$ cat src/rtl/core/mmpid_pkg.sv
`default_nettype none

package mmpid_pkg;

  // Field widths
  localparam int SMP_W   = 16;  // measured, target, gyro_rate
  localparam int GAIN_W  = 16;
  localparam int MODE_W  = 2;
  localparam int ERR_W   = 17;  // target - measured
  localparam int SUM_W   = 32;  // saturating error sum
  localparam int DRV_W   = 14;  // drive output

  // Configuration port
  localparam int CFG_IDX_W = 8;
  localparam int CFG_DAT_W = 16;
  localparam logic [CFG_IDX_W-1:0] CFG_MODE   = 8'd0;
  localparam logic [CFG_IDX_W-1:0] CFG_GAIN_P = 8'd1;
  localparam logic [CFG_IDX_W-1:0] CFG_GAIN_I = 8'd2;
  localparam logic [CFG_IDX_W-1:0] CFG_GAIN_D = 8'd3;

  typedef enum logic [MODE_W-1:0] {
    MODE_POS  = 2'd0,  // positional, gated integral
    MODE_DIR  = 2'd1,  // direction, clamped integral, gyro damping
    MODE_INC  = 2'd2,  // incremental with deadband
    MODE_HOLD = 2'd3   // no state change, output held
  } mode_t;

  // Control limits
  localparam int DRIVE_LIMIT = 6000;
  localparam int ILIM_DIR    = 2000;
  localparam int DEADBAND    = 400;
  localparam int INC_SAT     = 12001;  // any increment beyond this saturates the drive

  // Datapath widths
  localparam int XP_W   = 18;  // operand of proportional multiplier
  localparam int XD_W   = 19;  // operand of derivative multiplier
  localparam int PP_W   = 35;
  localparam int DP_W   = 36;
  localparam int IP_W   = 49;
  localparam int LIN_W  = 34;  // ki * e in incremental mode
  localparam int PI_W   = 12;  // integral term, within +/-2000
  localparam int NUM_W  = 42;  // common-denominator numerator
  localparam int INCQ_W = 16;

  // Constant divider: exact reciprocal multiply for magnitudes below 2^MAG_W
  localparam int MAG_W  = 25;
  localparam int RCP_W  = 26;
  localparam int LIM_W  = 26;
  localparam int PROD_W = 55;
  localparam int QMAG_W = 15;

  typedef enum logic [1:0] {
    DIV_100   = 2'd0,
    DIV_1000  = 2'd1,
    DIV_10000 = 2'd2
  } div_t;

  localparam logic [RCP_W-1:0] RCP_100   = 26'd42949673;  // ceil(2^32 / 100)
  localparam logic [RCP_W-1:0] RCP_1000  = 26'd34359739;  // ceil(2^35 / 1000)
  localparam logic [RCP_W-1:0] RCP_10000 = 26'd54975582;  // ceil(2^39 / 10000)
  localparam int SH_100   = 32;
  localparam int SH_1000  = 35;
  localparam int SH_10000 = 39;

  // Magnitude limits at or above which a quotient saturates
  localparam logic [LIM_W-1:0] PI_LIM_POS  = 26'd501000;
  localparam logic [LIM_W-1:0] PI_LIM_DIR  = 26'd20000000;
  localparam logic [LIM_W-1:0] NUM_LIM_POS = 26'd600100;
  localparam logic [LIM_W-1:0] NUM_LIM_DIR = 26'd6001000;
  localparam logic [LIM_W-1:0] NUM_LIM_INC = 26'd12001000;

  typedef struct packed {
    logic signed [ERR_W-1:0] e;     // effective error this item
    logic signed [ERR_W-1:0] e1;    // previous error
    logic signed [ERR_W-1:0] e2;    // error before that
    logic signed [SUM_W-1:0] sum;   // updated error sum
    logic signed [SMP_W-1:0] gyro;
  } front_t;

  typedef struct packed {
    logic              over;  // magnitude at or above the limit
    logic              neg;
    logic [QMAG_W-1:0] mag;   // truncated quotient magnitude, valid when not over
  } quot_t;

endpackage

`default_nettype wire

$ cat src/rtl/core/mmpid_qdiv.sv
`default_nettype none

module mmpid_qdiv #(
  parameter int VAL_W = mmpid_pkg::NUM_W
) (
  input  logic                              clk,
  input  logic                              en,
  input  logic signed [VAL_W-1:0]           value,
  input  mmpid_pkg::div_t                   code,
  input  logic [mmpid_pkg::LIM_W-1:0]       lim,
  output mmpid_pkg::quot_t                  quot
);
  import mmpid_pkg::*;

  logic             neg;
  logic [VAL_W-1:0] abs_val;
  logic             over;
  logic [RCP_W-1:0] recip;

  logic             a_neg;
  logic             a_over;
  logic [MAG_W-1:0] a_mag;
  logic [RCP_W-1:0] a_recip;
  div_t             a_code;

  logic [PROD_W-1:0] prod;
  logic [QMAG_W-1:0] q;

  // Stage a: sign, magnitude, range check, reciprocal select
  always_comb begin
    neg     = value[VAL_W-1];
    abs_val = neg ? $unsigned(-value) : $unsigned(value);
    over    = abs_val >= VAL_W'(lim);
    case (code)
      DIV_100:   recip = RCP_100;
      DIV_1000:  recip = RCP_1000;
      DIV_10000: recip = RCP_10000;
      default:   recip = '0;
    endcase
  end

  always_ff @(posedge clk) begin
    if (en) begin
      a_neg   <= neg;
      a_over  <= over;
      a_mag   <= abs_val[MAG_W-1:0];
      a_recip <= recip;
      a_code  <= code;
    end
  end

  // Stage b: reciprocal multiply, quotient taken from the shifted product
  always_comb begin
    prod = PROD_W'(a_mag) * PROD_W'(a_recip);
    case (a_code)
      DIV_100:   q = prod[SH_100 +: QMAG_W];
      DIV_1000:  q = prod[SH_1000 +: QMAG_W];
      DIV_10000: q = prod[SH_10000 +: QMAG_W];
      default:   q = '0;
    endcase
  end

  always_ff @(posedge clk) begin
    if (en) begin
      quot.over <= a_over;
      quot.neg  <= a_neg;
      quot.mag  <= q;
    end
  end

endmodule

`default_nettype wire

$ cat config.mk
export PLATFORM = sky130hd
export DESIGN_NAME = mmpid_qdiv
export DESIGN_NICKNAME = d
export VERILOG_FILES = /design/src/rtl/core/mmpid_pkg.sv /design/src/rtl/core/mmpid_qdiv.sv
export SDC_FILE = /design/constraint.sdc
export NUM_CORES = 1
export LEC_CHECK = 0
export ABC_AREA = 0
export BUFFER_PORTS_ARGS = -buffer_cell sky130_fd_sc_hd__buf_2
export CORE_ASPECT_RATIO = 0.7
export CORE_MARGIN = 2
export CORE_UTILIZATION = 30
export DETAILED_ROUTE_END_ITERATION = 10
export HOLD_SLACK_MARGIN = 0.03
export PLACE_DENSITY = 0.56
export SYNTH_ARGS = -nofsm -noshare
export SYNTH_HDL_FRONTEND = slang
export SYNTH_SLANG_ARGS = --single-unit
export TNS_END_PERCENT = 1
$ cat constraint.sdc
create_clock -name clk -period 7.2 [get_ports clk]
set_input_delay 0.72 -clock clk [delete_from_list [all_inputs] [get_ports clk]]
set_output_delay 0.72 -clock clk [all_outputs]
set_load 0.005 [all_outputs]
==> impl_metrics.py <==
metrics = {
    "synth": {
        "netlist_instances": 2259,
        "synth-edff-count": 53,
        "synth_nets": 3077,
        "yosys-top-cells-count": "inv_1 (770), fa_1 (439), ha_1 (307), nand2_1 (145), and2_1 (87)",
        "synth_warnings": 0,
        "synth_area_leaders": "fa_1 (42%), ha_1 (18%), inv_1 (14%)",
        "yosysMostFrequentCell": "inv_1",
        "synth_top_area_cell": "fa_1",
        "netlist-cell-type-count": 67,
        "syn-cell-area_um2": 21100,
        "synth_flop_cell": "edfxtp_1",
        "synth.yosys.seq_area_share_pct": 7.54,
        "syn_area_per_cell_um2": 9.35,
        "ys_async_sr_fraction_pct": 0,
        "netlist.area_leader.share_pct": 41.6,
        "ys_ff_latch": 53,
    },
    "cells_and_area": {
        "multiInputGateArea_um2": 17000,
        "final_cells": 3563,
        "seq_area_um2": 1590,
        "utilization_pct": 37.0,
        "nNetsFinal": 3466,
        "area_growth_pct": 22.0,
        "fillers": 7118,
        "drive_gt1_share_pct": 18.9,
        "finish.instance_area_um2": 25800,
    },
    "floorplanning": {
        "start_util_pct": 30.3,
        "ios": 89,
        "num_rows": 81,
        "core_um2": 69700,
        "die_w_um": 321,
        "die_h_um": 226,
        "dieArea_um2": 72600,
    },
    "job": {
        "maxCapViolations": 0,
    },
    "timing": {
        "setup_ws_ns": -0.294,
        "hold_viol_final": 0,
        "rsz0062_at_grt": "yes",
        "slew_violations": 0,
        "finalCritPeriodShare_pct": 104,
        "max_slew_margin_pct": 48.8,
        "fin_skew_ns": 0.00543,
        "max_freq_mhz": 133,
        "fin_setup_tns_ns": -3.04,
        "tightest_slew_ns": 0.768,
        "post-route-min-period_ns": 7.49,
        "setup_violations": 14,
    },
    "clocking": {
        "max-clock-path-buffers": 2,
        "ctsHoldBuffers": 0,
        "path_clk_slew_ns": 0.08,
        "cts_sinks": 53,
        "numCtsBuffers": 5,
        "cts_tree": "done",
        "htreeDepth": 2,
        "clk_latency_ns": 0.32,
        "clockRootBuffer": "clkbuf_16",
    },
    "worst_setup_path": {
        "cpMostUsedCell": "fa_1",
        "crit_required_ns": 7.26,
        "cp-end-kind": "flip-flop",
        "cp_max_fo": 6,
        "cpMaxStageDelayCell": "fa_1",
        "reg2reg_from": "a_recip[24]",
        "critical_path_arrival_ns": 7.55,
        "slowest_delay_ns": 0.59,
        "worstSetupStartpointType": "flip-flop",
        "worstSetupPathType": "reg2reg",
        "crit_start": "a_recip[24]",
    },
    "grt": {
        "grt_usage_pct": 19.4,
        "grt-ovfl-total": 0,
        "antenna_found_initial": 1,
        "grt_pass1_wl_mm": 104,
        "first_global_vias": 16977,
        "grt_max_degree": 54,
    },
    "detailed_routing": {
        "avgViaCountPerCell": 4.56,
        "drt-total-wl_mm": 68.5,
        "routed_wire_length_per_instance_um": 19.2,
        "drcViolationCount": 0,
        "dr.first_iter.drc_count": 1294,
        "via_count": 16236,
        "drtPass1Iterations": 8,
        "drt.antenna.violating_nets": 0,
    },
    "placed_design": {
        "placed_cells": 3541,
        "io_buffers": 88,
        "gp_congestion": 0.977,
        "dp.final_hpwl_mm": 62.2,
        "dpl-instance-area_um2": 25000,
    },
    "outcome": {
        "violations": "setup timing",
        "status": "complete, but fails checks",
    },
    "worst_hold_path": {
        "holdCritStartpoint": "a_neg",
        "hp-class": "reg2reg",
    },
}
==> sequential cells by signal, summed over array words and instances, names as in the netlist <==
name     count
a_mag       25
a_neg        1
a_code       2
quot        17
a_recip      7
a_over       1
==> stage by stage <==
step                      hold WS (ns)  setup WS (ns)
final                            0.440         -0.294
after global routing             0.447         -0.549
after CTS                        0.442         -0.236
after detailed placement         0.410         -0.627
after global placement           0.424         -0.644
after floorplan                  0.400        -0.0134
==> cell usage in the layout, fill, tap and decap left out, types with 32 or more instances in the layout <==
cell type	instances
nand2_1	140
a21oi_1	47
fa_1	427
and2_1	84
inv_1	763
o21ai_0	32
edfxtp_1	53
xnor2_1	36
nor2_1	43
buf_2	88
buf_4	303
ha_1	297
==> path summary, 6_finish.rpt <==
check,cells after the start,slack [ns],end
worst max-delay path,28,-0.29,quot[14]
worst min-delay path,0,0.44,quot[15]
worst max register to register,28,-0.29,quot[14]
worst min register to register,0,0.44,quot[15]
==> area by class of cell <==
type | instances | share of cell area [%]
Clock inverter | 3 | 0.0777
Antenna cell | 1 | 0.00971
Multi-Input combinational cell | 1412 | 66.0
Clock buffer | 5 | 0.486
Inverter | 770 | 11.2
Tap cell | 913 | 4.43
Timing Repair Buffer | 406 | 11.6
Sequential cell | 53 | 6.18
==> critical path, delay by kind of cell (launching register included) <==
| kind | cells | cell delay (ns) |
|---|---|---|
| adders and majority gates | 8 | 3.69 |
| buffers and inverters | 10 | 1.11 |
| DFF | 1 | 0.44 |
| and+or+nand+nor | 3 | 0.39 |
| AOI/OAI and AO/OA | 6 | 1.25 |
| xor gates and xnor gates | 1 | 0.30 |
==> per-layer routing <==
| layer | track usage (%) | vias up | wire, um |
|---|---|---|---|
| met5 | 0 | - | 0 |
| met4 | 1.93 | 0 | 513 |
| li1 | - | 7636 | - |
| met1 | 29.9 | 7910 | 34100 |
| met2 | 24.7 | 658 | 24500 |
| met3 | 8.82 | 32 | 9370 |
==> kinds of logic after synthesis <==
family                   after synthesis  share of synthesized area, %
AO/OA/AOI/OAI                        224                          6.96
XOR/XNOR                              51                          2.11
adder cells (fa/ha/maj)              746                          59.8
buffers and inverters                794                          14.1
flip-flops                            53                          7.54
multiplexers                           4                         0.190
AND/OR/NAND/NOR                      387                          9.28
==> timing repair <==
item | 4_1_cts | 5_1_grt
gates cloned | 1 | 0
pin swaps | 51 | 15
setup buffers | 12 | 0
setup endpoints to repair | 15 | 15
gates resized for setup | 91 | 16
Power is left out: the tool's default activity adds up to more than one toggle a clock period on the data nets, which glitch-free logic cannot reach.
