**src/rtl/core/mmpid_pkg.sv**
```systemverilog
`default_nettype none

package mmpid_pkg;

  // Field widths
  localparam int SMP_W   = 16;  // measured, target, gyro_rate
  localparam int GAIN_W  = 16;
  localparam int MODE_W  = 2;
  localparam int ERR_W   = 17;  // target - measured
  localparam int SUM_W   = 32;  // saturating error sum
  localparam int DRV_W   = 14;  // drive output

  // Configuration port
  localparam int CFG_IDX_W = 8;
  localparam int CFG_DAT_W = 16;
  localparam logic [CFG_IDX_W-1:0] CFG_MODE   = 8'd0;
  localparam logic [CFG_IDX_W-1:0] CFG_GAIN_P = 8'd1;
  localparam logic [CFG_IDX_W-1:0] CFG_GAIN_I = 8'd2;
  localparam logic [CFG_IDX_W-1:0] CFG_GAIN_D = 8'd3;

  typedef enum logic [MODE_W-1:0] {
    MODE_POS  = 2'd0,  // positional, gated integral
    MODE_DIR  = 2'd1,  // direction, clamped integral, gyro damping
    MODE_INC  = 2'd2,  // incremental with deadband
    MODE_HOLD = 2'd3   // no state change, output held
  } mode_t;

  // Control limits
  localparam int DRIVE_LIMIT = 6000;
  localparam int ILIM_DIR    = 2000;
  localparam int DEADBAND    = 400;
  localparam int INC_SAT     = 12001;  // any increment beyond this saturates the drive

  // Datapath widths
  localparam int XP_W   = 18;  // operand of proportional multiplier
  localparam int XD_W   = 19;  // operand of derivative multiplier
  localparam int PP_W   = 35;
  localparam int DP_W   = 36;
  localparam int IP_W   = 49;
  localparam int LIN_W  = 34;  // ki * e in incremental mode
  localparam int PI_W   = 12;  // integral term, within +/-2000
  localparam int NUM_W  = 42;  // common-denominator numerator
  localparam int INCQ_W = 16;

  // Constant divider: exact reciprocal multiply for magnitudes below 2^MAG_W
  localparam int MAG_W  = 25;
  localparam int RCP_W  = 26;
  localparam int LIM_W  = 26;
  localparam int PROD_W = 55;
  localparam int QMAG_W = 15;

  typedef enum logic [1:0] {
    DIV_100   = 2'd0,
    DIV_1000  = 2'd1,
    DIV_10000 = 2'd2
  } div_t;

  localparam logic [RCP_W-1:0] RCP_100   = 26'd42949673;  // ceil(2^32 / 100)
  localparam logic [RCP_W-1:0] RCP_1000  = 26'd34359739;  // ceil(2^35 / 1000)
  localparam logic [RCP_W-1:0] RCP_10000 = 26'd54975582;  // ceil(2^39 / 10000)
  localparam int SH_100   = 32;
  localparam int SH_1000  = 35;
  localparam int SH_10000 = 39;

  // Magnitude limits at or above which a quotient saturates
  localparam logic [LIM_W-1:0] PI_LIM_POS  = 26'd501000;
  localparam logic [LIM_W-1:0] PI_LIM_DIR  = 26'd20000000;
  localparam logic [LIM_W-1:0] NUM_LIM_POS = 26'd600100;
  localparam logic [LIM_W-1:0] NUM_LIM_DIR = 26'd6001000;
  localparam logic [LIM_W-1:0] NUM_LIM_INC = 26'd12001000;

  typedef struct packed {
    logic signed [ERR_W-1:0] e;     // effective error this item
    logic signed [ERR_W-1:0] e1;    // previous error
    logic signed [ERR_W-1:0] e2;    // error before that
    logic signed [SUM_W-1:0] sum;   // updated error sum
    logic signed [SMP_W-1:0] gyro;
  } front_t;

  typedef struct packed {
    logic              over;  // magnitude at or above the limit
    logic              neg;
    logic [QMAG_W-1:0] mag;   // truncated quotient magnitude, valid when not over
  } quot_t;

endpackage

`default_nettype wire

```
**src/rtl/core/mmpid_front.sv**
```systemverilog
`default_nettype none

module mmpid_front (
  input  logic                                clk,
  input  logic                                rst,
  input  logic                                en,
  input  logic                                accept,
  input  mmpid_pkg::mode_t                    mode,
  input  logic signed [mmpid_pkg::SMP_W-1:0]  measured,
  input  logic signed [mmpid_pkg::SMP_W-1:0]  target,
  input  logic signed [mmpid_pkg::SMP_W-1:0]  gyro_rate,
  output mmpid_pkg::front_t                   s1
);
  import mmpid_pkg::*;

  logic signed [ERR_W-1:0] error_now;
  logic signed [ERR_W-1:0] error_prev;
  logic signed [SUM_W-1:0] error_sum;

  logic signed [ERR_W-1:0] err;
  logic signed [ERR_W-1:0] err_db;
  logic signed [SUM_W:0]   sum_wide;
  logic signed [SUM_W-1:0] sum_next;

  // Error, deadband and saturating sum
  always_comb begin
    err = ERR_W'(target) - ERR_W'(measured);
    if ((err < ERR_W'(DEADBAND)) && (err > -ERR_W'(DEADBAND))) begin
      err_db = '0;
    end else begin
      err_db = err;
    end
    sum_wide = (SUM_W+1)'(error_sum) + (SUM_W+1)'(err);
    if (sum_wide[SUM_W] != sum_wide[SUM_W-1]) begin
      sum_next = sum_wide[SUM_W] ? {1'b1, {(SUM_W-1){1'b0}}} : {1'b0, {(SUM_W-1){1'b1}}};
    end else begin
      sum_next = sum_wide[SUM_W-1:0];
    end
  end

  // Error history, updated once per accepted item outside hold mode
  always_ff @(posedge clk) begin
    if (rst) begin
      error_now  <= '0;
      error_prev <= '0;
      error_sum  <= '0;
    end else if (accept) begin
      case (mode)
        MODE_POS, MODE_DIR: begin
          error_prev <= error_now;
          error_now  <= err;
          error_sum  <= sum_next;
        end
        MODE_INC: begin
          error_prev <= error_now;
          error_now  <= err_db;
        end
        default: begin
        end
      endcase
    end
  end

  // First pipeline register
  always_ff @(posedge clk) begin
    if (en) begin
      s1.e    <= (mode == MODE_INC) ? err_db : err;
      s1.e1   <= error_now;
      s1.e2   <= error_prev;
      s1.sum  <= sum_next;
      s1.gyro <= gyro_rate;
    end
  end

endmodule

`default_nettype wire

```
**config.mk**
```make
export PLATFORM = sky130hd
export DESIGN_NAME = mmpid_front
export DESIGN_NICKNAME = d
export VERILOG_FILES = /design/src/rtl/core/mmpid_pkg.sv /design/src/rtl/core/mmpid_front.sv
export SDC_FILE = /design/constraint.sdc
export NUM_CORES = 1
export LEC_CHECK = 0
export ABC_AREA = 1
export BUFFER_PORTS_ARGS = -buffer_cell sky130_fd_sc_hd__buf_2
export CAP_MARGIN = 20
export CORE_MARGIN = 3
export CORE_UTILIZATION = 48
export CTS_BUF_LIST = sky130_fd_sc_hd__clkbuf_8
export CTS_CLUSTER_DIAMETER = 100
export DETAILED_ROUTE_END_ITERATION = 12
export PLACE_DENSITY = 0.81
export SYNTH_ARGS = -nofsm -noshare
export SYNTH_HDL_FRONTEND = slang
export SYNTH_SLANG_ARGS = --single-unit
```
**constraint.sdc**
```tcl
create_clock -name clk -period 4.71 [get_ports clk]
set_input_delay 0.2355 -clock clk [delete_from_list [all_inputs] [get_ports clk]]
set_output_delay 0.2355 -clock clk [all_outputs]
set_load 0.02 [all_outputs]
```
==> results.md, run 1 <==
- Area Growth Syn to Fin: 16.8%
- IO Pins: 153
- Layout Skew: 0.0105 ns
- DRT Wirelength: 22100 um
- Largest net degree at the start of global routing: 65
- Antenna violations before repair: 0
- Switching Fraction: 39.5%
- Fillers: 1671
- Netlist cell types: 38
- Main synth FF type: edfxtp_1
- Crit-path max cell delay: 0.46 ns
- Seq/Total Area, Yosys: 47.4%
- Max Cap Viol: 0
- Setup crit start kind: input pin
- Fin crit period: 4.04 ns
- Commonest non-fill, non-tap cell in the layout: nand2_1
- Post-CTS Setup Repair Bufs: 0
- Synth top area share: 32.8%
- Die ar.: 0.0206 sq mm
- Slowest CP cell: ha_1
- # DRC: 0
- Worst Setup SP: measured[0]
- Gates resized, CTS repair: 0
- FF/Latch Area: 0.00429 sq mm
- Fin. Hold Viols: 0
- Post-synthesis async set-or-reset flop share: 0%
- Clock sink count: 165
- Worst VDD drop: 0.000164 V
- Critical Path End: error_sum[21]
- Antenna viol nets, final: 0
- Ant. Diodes: 0
- CP Max Fanout: 18
- Vias: 7854
- Slew Viols, Final: 0
- Cells on worst reg2reg path: 18
- Most Frequent Cell on Critical Path: nand2_1
- Post-CTS Hold Fix Bufs: 16
- Post-route setup TNS: 0 ns
- Iteration-0 DRC Markers: 577
- Die Width: 143 um
- Yosys warns: 0
- TritonCTS Buffers: 17
- DR pass1 iterations: 5
- Fmax: 0.247 GHz
- Post-DP Area: 0.0101 sq mm
- P per Cell Area: 444 mW/mm^2
- Min-delay worst type: in -> reg
- CP Data Required Time: 5.10 ns
- First-pass GRT wire length: 35500 um
- Clock group share of total power: 20.4%
- Synthesized area: 0.00907 sq mm
- Fin crit share: 85.8%
- Syn Nets: 1243
- GRT Util Overall: 21.5%
- Comb power frac: 38.8%
- Synth area leader: edfxtp_1
- GR Overflow Total: 0
- Max clock buf depth: 2
- Multi-input logic area: 0.00407 sq mm
- CTS clk-pin slew, worst paths: 0.09 ns
- Seq pwr share: 40.8%
- Worst reg-to-reg setup slack: 1.90 ns
- Row count: 49
- DIE HEIGHT: 143 um
- Worst r2r dst: error_sum[21]
- Share of cells above drive strength 1: 16.9%
- Internal: 2.84 mW
- Outcome: finished, final reports clean
- Gpl congestion: 0.933
- RSZ-0062 raised after global routing: false
- Core area: 0.0183 sq mm
- Vias in the first global route: 7416
- Post-synth EDFFs: 99
- Vias per inst: 5.08
- Fin area: 0.0106 sq mm
- Routed len/inst: 14.3 um
- Root buffer cell: clkbuf_8
- Rel. slew slack: 37.1%
- Starting Density: 49.6%
- Crit Path Category: in -> reg
- CP Capture Type: flip-flop
- Synthesized instance count: 1138
- Port Buffers: 152
- Post-layout util: 58.0%
- Switching pwr: 1.86 mW
- Critical Path AT: 4.43 ns
- DP HPWL: 16600 um
- Number of synthesized register bits: 165
- Slew @ Worst Pin: 0.943 ns
- Worst skew pair latency: 0.45 ns
- Syn avg cell area: 7.97 sq um
- Crit Reg-Reg Startpoint: error_sum[0]
- H-Tree Depth: 4
- CTS tree: built
- Final setup fails: 0
- Area contributors post-synth: edfxtp_1 33%, dfxtp_1 15%, nand2_1 12%
- Most frequent cells in the layout: 279 x nand2_1, 166 x nor2_1, 153 x inv_1
- Nets@finish: 1409
- Leak Pwr: 5.36 nW
[layout make-up]
| type | instances | area share, % |
|---|---|---|
| Clock buffer | 17 | 2.21 |
| Sequential cell | 165 | 40.6 |
| Tap cell | 229 | 2.71 |
| Clock inverter | 15 | 1.26 |
| Timing Repair Buffer | 175 | 9.33 |
| Inverter | 155 | 5.49 |
| Multi-Input combinational cell | 790 | 38.4 |
[layer usage]
layer	global-route usage [%]	wire length [um]	part of all wire, %	vias to the layer above
li1	-	-	-	4011
met1	29.5	10100	46	3543
met2	34.0	10000	45	259
met3	3.73	1300	5.9	41
met4	8.87	695	3.1	0
met5	0	0	0	-
[synthesized netlist by cell type (4+ instances only)]
cell,n
o21ai_0,61
nand4_1,13
nor2_1,167
inv_1,152
dfxtp_1,66
a21o_1,4
xnor2_1,6
ha_1,49
nand3_2,4
clkbuf_1,18
xor2_1,24
nand3_1,64
nor3_1,8
edfxtp_1,99
buf_2,6
a21oi_1,68
nand2_1,279
nand2_2,16
[state kept, by name (all words and copies together) (netlist names)]
register    count
error_prev     17
s1             99
error_now      17
error_sum      32
[power groups by stage]
| stage | Combinational, mW | Sequential [mW] | Clock (mW) |
|---|---|---|---|
| 6_report | 1.82 | 1.92 | 0.957 |
| 5_1_grt | 2.03 | 1.94 | 1.04 |
| 4_1_cts | 1.83 | 1.92 | 0.981 |
| 3_5_place_dp | 1.81 | 1.95 | 0 |
| 3_3_place_gp | 1.77 | 1.95 | 0 |
| 2_1_floorplan | 1.07 | 2.16 | 0 |
[worst min-delay path by stage]
stage / startpoint / end / slack [ns] / depth (start not counted)
after detailed placement: error_prev[14] / s1[62] / 0.41 / 0
after global routing: en / s1[25] / 0.31 / 1
after CTS: en / s1[25] / 0.31 / 1
after floorplan: gyro_rate[0] / s1[0] / 0.33 / 0
after global placement: error_prev[15] / s1[63] / 0.41 / 0
final: en / s1[25] / 0.32 / 1
[cells by family after synthesis]
group / Yosys count / share of synthesized area, %
simple gates: 560 / 25.7
xor+xnor: 31 / 3.08
buf+inv: 183 / 7.96
flops: 165 / 47.4
fa+ha+maj: 51 / 7.20
compound gates: 148 / 8.69
[stage by stage]
step,worst slack [ns],power [mW],hold slack (ns),cells
global route,0.221,5.02,0.313,1546
detailed placement,0.208,3.75,0.411,1498
floorplan,0.992,3.23,0.334,1138
finish,0.669,4.70,0.316,1546
CTS,0.693,4.72,0.313,1546
global placement,0.313,3.72,0.409,1498
[worst max-delay path: cells and delay by family]
| family | cells | cell delay [ns] |
|---|---|---|
| buffers and inverters | 5 | 0.84 |
| AND/OR/NAND/NOR | 15 | 1.43 |
| XOR/XNOR | 1 | 0.21 |
| adder cells (fa/ha/maj) | 3 | 1.08 |
| AO/OA/AOI/OAI | 3 | 0.62 |
Power figures use the tool's default switching activity.
==> run 2: changes to the inputs <==
PLACE_DENSITY = 0.84   (was 0.81)
clock period = 3.6 ns   (was 4.71 ns; I/O delays follow)
==> run 2 against run 1 <==
Against the previous run:
- power rose by 45%
- sequential share of layout area fell by 4.0 points
- setup slack worse by 0.52 ns
- register-to-register slack got worse by 0.82 ns
- count of clock-buffer cells in the layout did not move
- critical path type unchanged
- critical endpoint is now s1[22]
==> results.md, run 2 (same netlist as run 1, synthesis figures left out) <==
- Outcome: finished, final reports clean
- Power Total: 6.81 mW
- Post-layout util: 64.3%
- Switching pwr: 2.67 mW
- Cells on worst reg2reg path: 15
- RSZ-0062 raised after global routing: true
- First-pass GRT wire length: 38700 um
- Crit Path Category: in -> reg
- Largest registers: s1: 99 flops, error_sum: 32 flops
- Max Cap Viol: 0
- Die Width: 143 um
- Seq pwr share: 36.9%
- Fin crit share: 95.8%
- CTS tree: built
- Starting Density: 49.6%
- P per Cell Area: 580 mW/mm^2
- Worst r2r dst: s1[22]
- Max FFs per register: 99
- DP HPWL: 17800 um
- Critical Path AT: 3.68 ns
- Gpl congestion: 0.945
- Routed len/inst: 14.7 um
- Core area: 0.0183 sq mm
- Crit Reg-Reg Startpoint: error_sum[0]
- CP Data Required Time: 3.83 ns
- Vias: 8546
- CP Max Fanout: 18
- GR Overflow Total: 0
- Share of cells above drive strength 1: 26.6%
- Nets@finish: 1533
- H-Tree Depth: 4
- Reg with most FFs: s1
- Final setup fails: 0
- Placement Setup Slack: -0.505 ns
- Comb power frac: 43.9%
- Port Buffers: 152
- Layout Skew: 0.0128 ns
- Worst VDD drop: 0.000257 V
- Ant. Diodes: 0
- DRT Wirelength: 24500 um
- Root buffer cell: clkbuf_8
- Vias per inst: 5.12
- Area Growth Syn to Fin: 29.6%
- Setup crit start kind: input pin
- Fmax: 0.290 GHz
- Worst hold stages: 5
- Worst reg-to-reg setup slack: 1.08 ns
- Most frequent cells in the layout: 276 x nand2_1, 158 x nor2_1, 154 x inv_1
- Worst Hold Launch: mode[1]
- Slew Viols, Final: 0
- Row count: 49
- Largest net degree at the start of global routing: 76
- Internal: 4.14 mW
- DIE HEIGHT: 143 um
- Leak Pwr: 6.01 nW
- # DRC: 0
- Commonest non-fill, non-tap cell in the layout: nand2_1
- Clock sink count: 165
- Worst Hold End: error_sum[30]
- Iteration-0 DRC Markers: 851
- CTS clk-pin slew, worst paths: 0.10 ns
- Switching Fraction: 39.3%
- Clock group share of total power: 19.2%
- Max clock buf depth: 2
- Post-DP Area: 0.0110 sq mm
- IO Pins: 153
- TritonCTS Buffers: 17
- Slew @ Worst Pin: 0.997 ns
- Fin. Hold Viols: 0
- Antenna viol nets, final: 0
- Vias in the first global route: 8127
- Min-delay worst type: in -> reg
- Die ar.: 0.0206 sq mm
- Final WS setup: 0.150 ns
- Fin crit period: 3.45 ns
- Rel. slew slack: 33.5%
- DR pass1 iterations: 7
- GRT Util Overall: 23.4%
- Fin area: 0.0118 sq mm
- Worst skew pair latency: 0.47 ns
- Antenna violations before repair: 0
- CP Capture Type: flip-flop
==> run 2: worst max-delay path by stage <==
stage / startpoint / slack [ns] / end / depth (start not counted)
2_1_floorplan: target[0] / -0.06 / s1[27] / 25
3_3_place_gp: measured[0] / -0.45 / s1[34] / 24
3_5_place_dp: measured[0] / -0.50 / error_sum[19] / 26
4_1_cts: measured[0] / 0.04 / s1[37] / 24
5_1_grt: target[0] / -0.03 / error_sum[27] / 29
6_report: measured[0] / 0.15 / s1[22] / 26
==> run 2: critical path: stages <==
cell     delay, ns
buf_2         0.10
ha_1          0.22
fa_2          0.35
inv_1         0.08
nand3_1       0.11
nand2_4       0.09
nand2_1       0.06
nand2_1       0.08
nand3_1       0.08
nand2_2       0.12
xor2_2        0.17
inv_1         0.09
buf_12        0.16
ha_2          0.39
nand2_1       0.11
o21ai_1       0.28
a21oi_1       0.10
o21ai_0       0.10
nor2_1        0.10
nand2_1       0.08
nand2_1       0.10
nand2_1       0.09
nand2_2       0.10
buf_4         0.20
nand2_1       0.08
nand2_1       0.06
==> run 2: per-stage QoR <==
stage,hold slack (ns),TNS (ns),instances
2_1_floorplan,0.279,-2.69,1138
3_3_place_gp,0.357,-25.62,1617
3_5_place_dp,0.359,-29.02,1617
4_1_cts,0.233,0,1665
5_1_grt,0.288,-0.461,1670
6_report,0.248,0,1670
==> run 2: final cells by class <==
cell class | instances | area [sq um]
fill | 1489 | 6520
timing repair buffer | 299 | 1970
clock inverter | 15 | 146
tap | 229 | 287
sequential | 165 | 4290
inverter | 155 | 582
multi-input combinational | 790 | 4230
clock buffer | 17 | 234
==> run 2: repair_timing <==
action / 4_1_cts / 5_1_grt
pin swaps: 0 / 6
gates cloned: 0 / 2
gates resized for setup: 1 / 48
setup endpoints to repair: 5 / 62
hold endpoints to repair: 16 / 0
hold buffers: 16 / 0
buffers inserted: 0 / 3
==> run 2: routing by layer <==
| layer | vias up | routed length, um | part of all wire, % | global-route usage [%] |
|---|---|---|---|---|
| met1 | 3894 | 10600 | 43 | 30.0 |
| li1 | 4267 | - | - | - |
| met5 | - | 0 | 0 | 0 |
| met2 | 325 | 11600 | 47 | 39.6 |
| met4 | 0 | 804 | 3.3 | 8.77 |
| met3 | 60 | 1490 | 6.1 | 4.13 |
==> run 2: power groups by stage <==
stage / combinational, mW / sequential (mW) / clock [mW]
floorplan: 1.40 / 2.82 / 0
global placement: 2.69 / 2.56 / 0
detailed placement: 2.75 / 2.55 / 0
CTS: 2.78 / 2.51 / 1.33
global route: 3.28 / 2.54 / 1.41
finish: 2.99 / 2.52 / 1.31
==> run 3: changes to the inputs <==
CORE_UTILIZATION = 50   (was 48)
MAX_ROUTING_LAYER = met4   (was default)
PLACE_DENSITY = 0.86   (was 0.84)
==> run 3 against run 2 <==
Against the previous run:
- clock skew shrank 0.0035 ns
- core utilization up 3.6 points
- non-clock buffer count unchanged
==> results.md, run 3 (same netlist as run 1, synthesis figures left out) <==
- Crit Path Category: in -> reg
- Min-delay worst type: in -> reg
- DP Cell Count: 1610
- Core area: 0.0175 sq mm
- Highest metal used: met4
- Worst skew pair latency: 0.46 ns
- Slew @ Worst Pin: 1.03 ns
- Fin area: 0.0119 sq mm
- Rel. slew slack: 31.1%
- CP Capture Type: flip-flop
- Die ar.: 0.0198 sq mm
- Final setup fails: 0
- IO Pins: 153
- Post-route setup TNS: 0 ns
- Setup crit start kind: input pin
- Fin crit period: 3.50 ns
- Commonest non-fill, non-tap cell in the layout: nand2_1
- Met3 wire len: 1530 um
- DR pass1 iterations: 5
- Die Width: 141 um
- Max Cap Viol: 0
- CTS tree: built
- # DRC: 0
- Share of cells above drive strength 1: 27.3%
- Antenna violations before repair: 0
- DRT Wirelength: 25600 um
- Nets@finish: 1533
- Clock sink count: 165
- GR Overflow Total: 0
- Most frequent cells in the layout: 274 x nand2_1, 161 x nor2_1, 151 x buf_2
- Row count: 48
- Port Buffers: 152
- Gpl congestion: 0.930
- Worst Hold Launch: mode[1]
- Iteration-0 DRC Markers: 683
- Vias per inst: 5.15
- Vias in the first global route: 8026
- Fin. Hold Viols: 0
- TritonCTS Buffers: 17
- Leak Pwr: 6.00 nW
- H-Tree Depth: 4
- Area Growth Syn to Fin: 31.3%
- Largest net degree at the start of global routing: 79
- Worst VDD drop: 0.000308 V
- Starting Density: 51.7%
- Critical Path AT: 3.72 ns
- First-pass GRT wire length: 39000 um
- Largest registers: s1: 99 flops, error_sum: 32 flops
- Max clock buf depth: 2
- Fillers: 1414
- Ant. Diodes: 0
- Antenna viol nets, final: 0
- Fin crit share: 97.3%
- Outcome: finished, final reports clean
- Fmax: 0.285 GHz
- Slew Viols, Final: 0
- Crit Reg-Reg Startpoint: error_sum[0]
- GRT Util Overall: 25.0%
- CP Max Fanout: 15
- Met1 WL: 11000 um
- Root buffer cell: clkbuf_8
- Max FFs per register: 99
- Worst Setup SP: measured[0]
- DIE HEIGHT: 141 um
- Post-Layout Cell Count: 1666
- Post-DP Area: 0.0110 sq mm
- Met2 wire length: 12300 um
- Routed len/inst: 15.3 um
- CTS clk-pin slew, worst paths: 0.09 ns
- Vias: 8575
- Layout Skew: 0.00934 ns
- P per Cell Area: 581 mW/mm^2
- Reg with most FFs: s1
- Final WS setup: 0.0973 ns
- Placement Setup Slack: -0.443 ns
- DP HPWL: 18300 um
- CP Data Required Time: 3.82 ns
[run 3: path summary, 6_finish.rpt]
kind / slack, ns / endpoint / cells past startpoint
min: 0.27 / error_sum[27] / 5
max reg2reg: 0.98 / error_sum[30] / 18
max: 0.1 / s1[24] / 25
min reg2reg: 0.43 / s1[63] / 0
[run 3: where the power goes]
part	internal (mW)	switching, mW	leakage, nW
clock network	0.492	0.727	0.174
logic	1.28	1.89	4.30
registers	2.40	0.129	1.52
[run 3: area by class of cell]
class                           count  area [sq um]  share of cell area (%)
Timing Repair Buffer              299          2030                    17.1
Multi-Input combinational cell    790          4370                    36.7
Sequential cell                   165          4290                    36.1
Clock buffer                       17           234                    1.97
Clock inverter                     15           119                   0.998
Tap cell                          225           282                    2.36
Inverter                          155           582                    4.89
[run 3: worst max-delay path, stage by stage]
cell and delay, ns:
buf_2 0.10, ha_1 0.23, fa_2 0.35, inv_1 0.08, nand3_1 0.11, nand2_4 0.09
nand2_1 0.07, nand2_1 0.09, nand3_1 0.09, nand2_2 0.11, xor2_2 0.18, inv_2 0.10
buf_12 0.17, ha_4 0.31, nand2_1 0.11, nor2_2 0.16, inv_1 0.10, nor3_1 0.22
nand2_1 0.10, nand2_1 0.06, nand2_1 0.06, buf_4 0.14, nand3_4 0.20, clkbuf_16 0.22
nand2_1 0.06
[run 3: routing by layer]
| metal | vias up | track usage [%] |
|---|---|---|
| li1 | 4270 | - |
| met1 | 3941 | 31.4 |
| met2 | 318 | 41.8 |
| met3 | 46 | 3.43 |
| met4 | 0 | 8.31 |
| met5 | - | - |
[run 3: timing repair]
action	CTS	global route
endpoints found under the setup margin	0	62
buffers inserted	0	3
hold buffers	16	0
resized for setup	0	59
hold endpoints to repair	16	0
[run 3: through the flow]
stage | utilization [%] | power, mW | hold slack, ns
2_1_floorplan | - | 4.22 | 0.279
3_3_place_gp | 62.5 | 5.27 | 0.356
3_5_place_dp | 62.5 | 5.33 | 0.359
4_1_cts | 65.4 | 6.56 | 0.232
5_1_grt | 67.9 | 7.33 | 0.285
6_report | 67.9 | 6.91 | 0.275
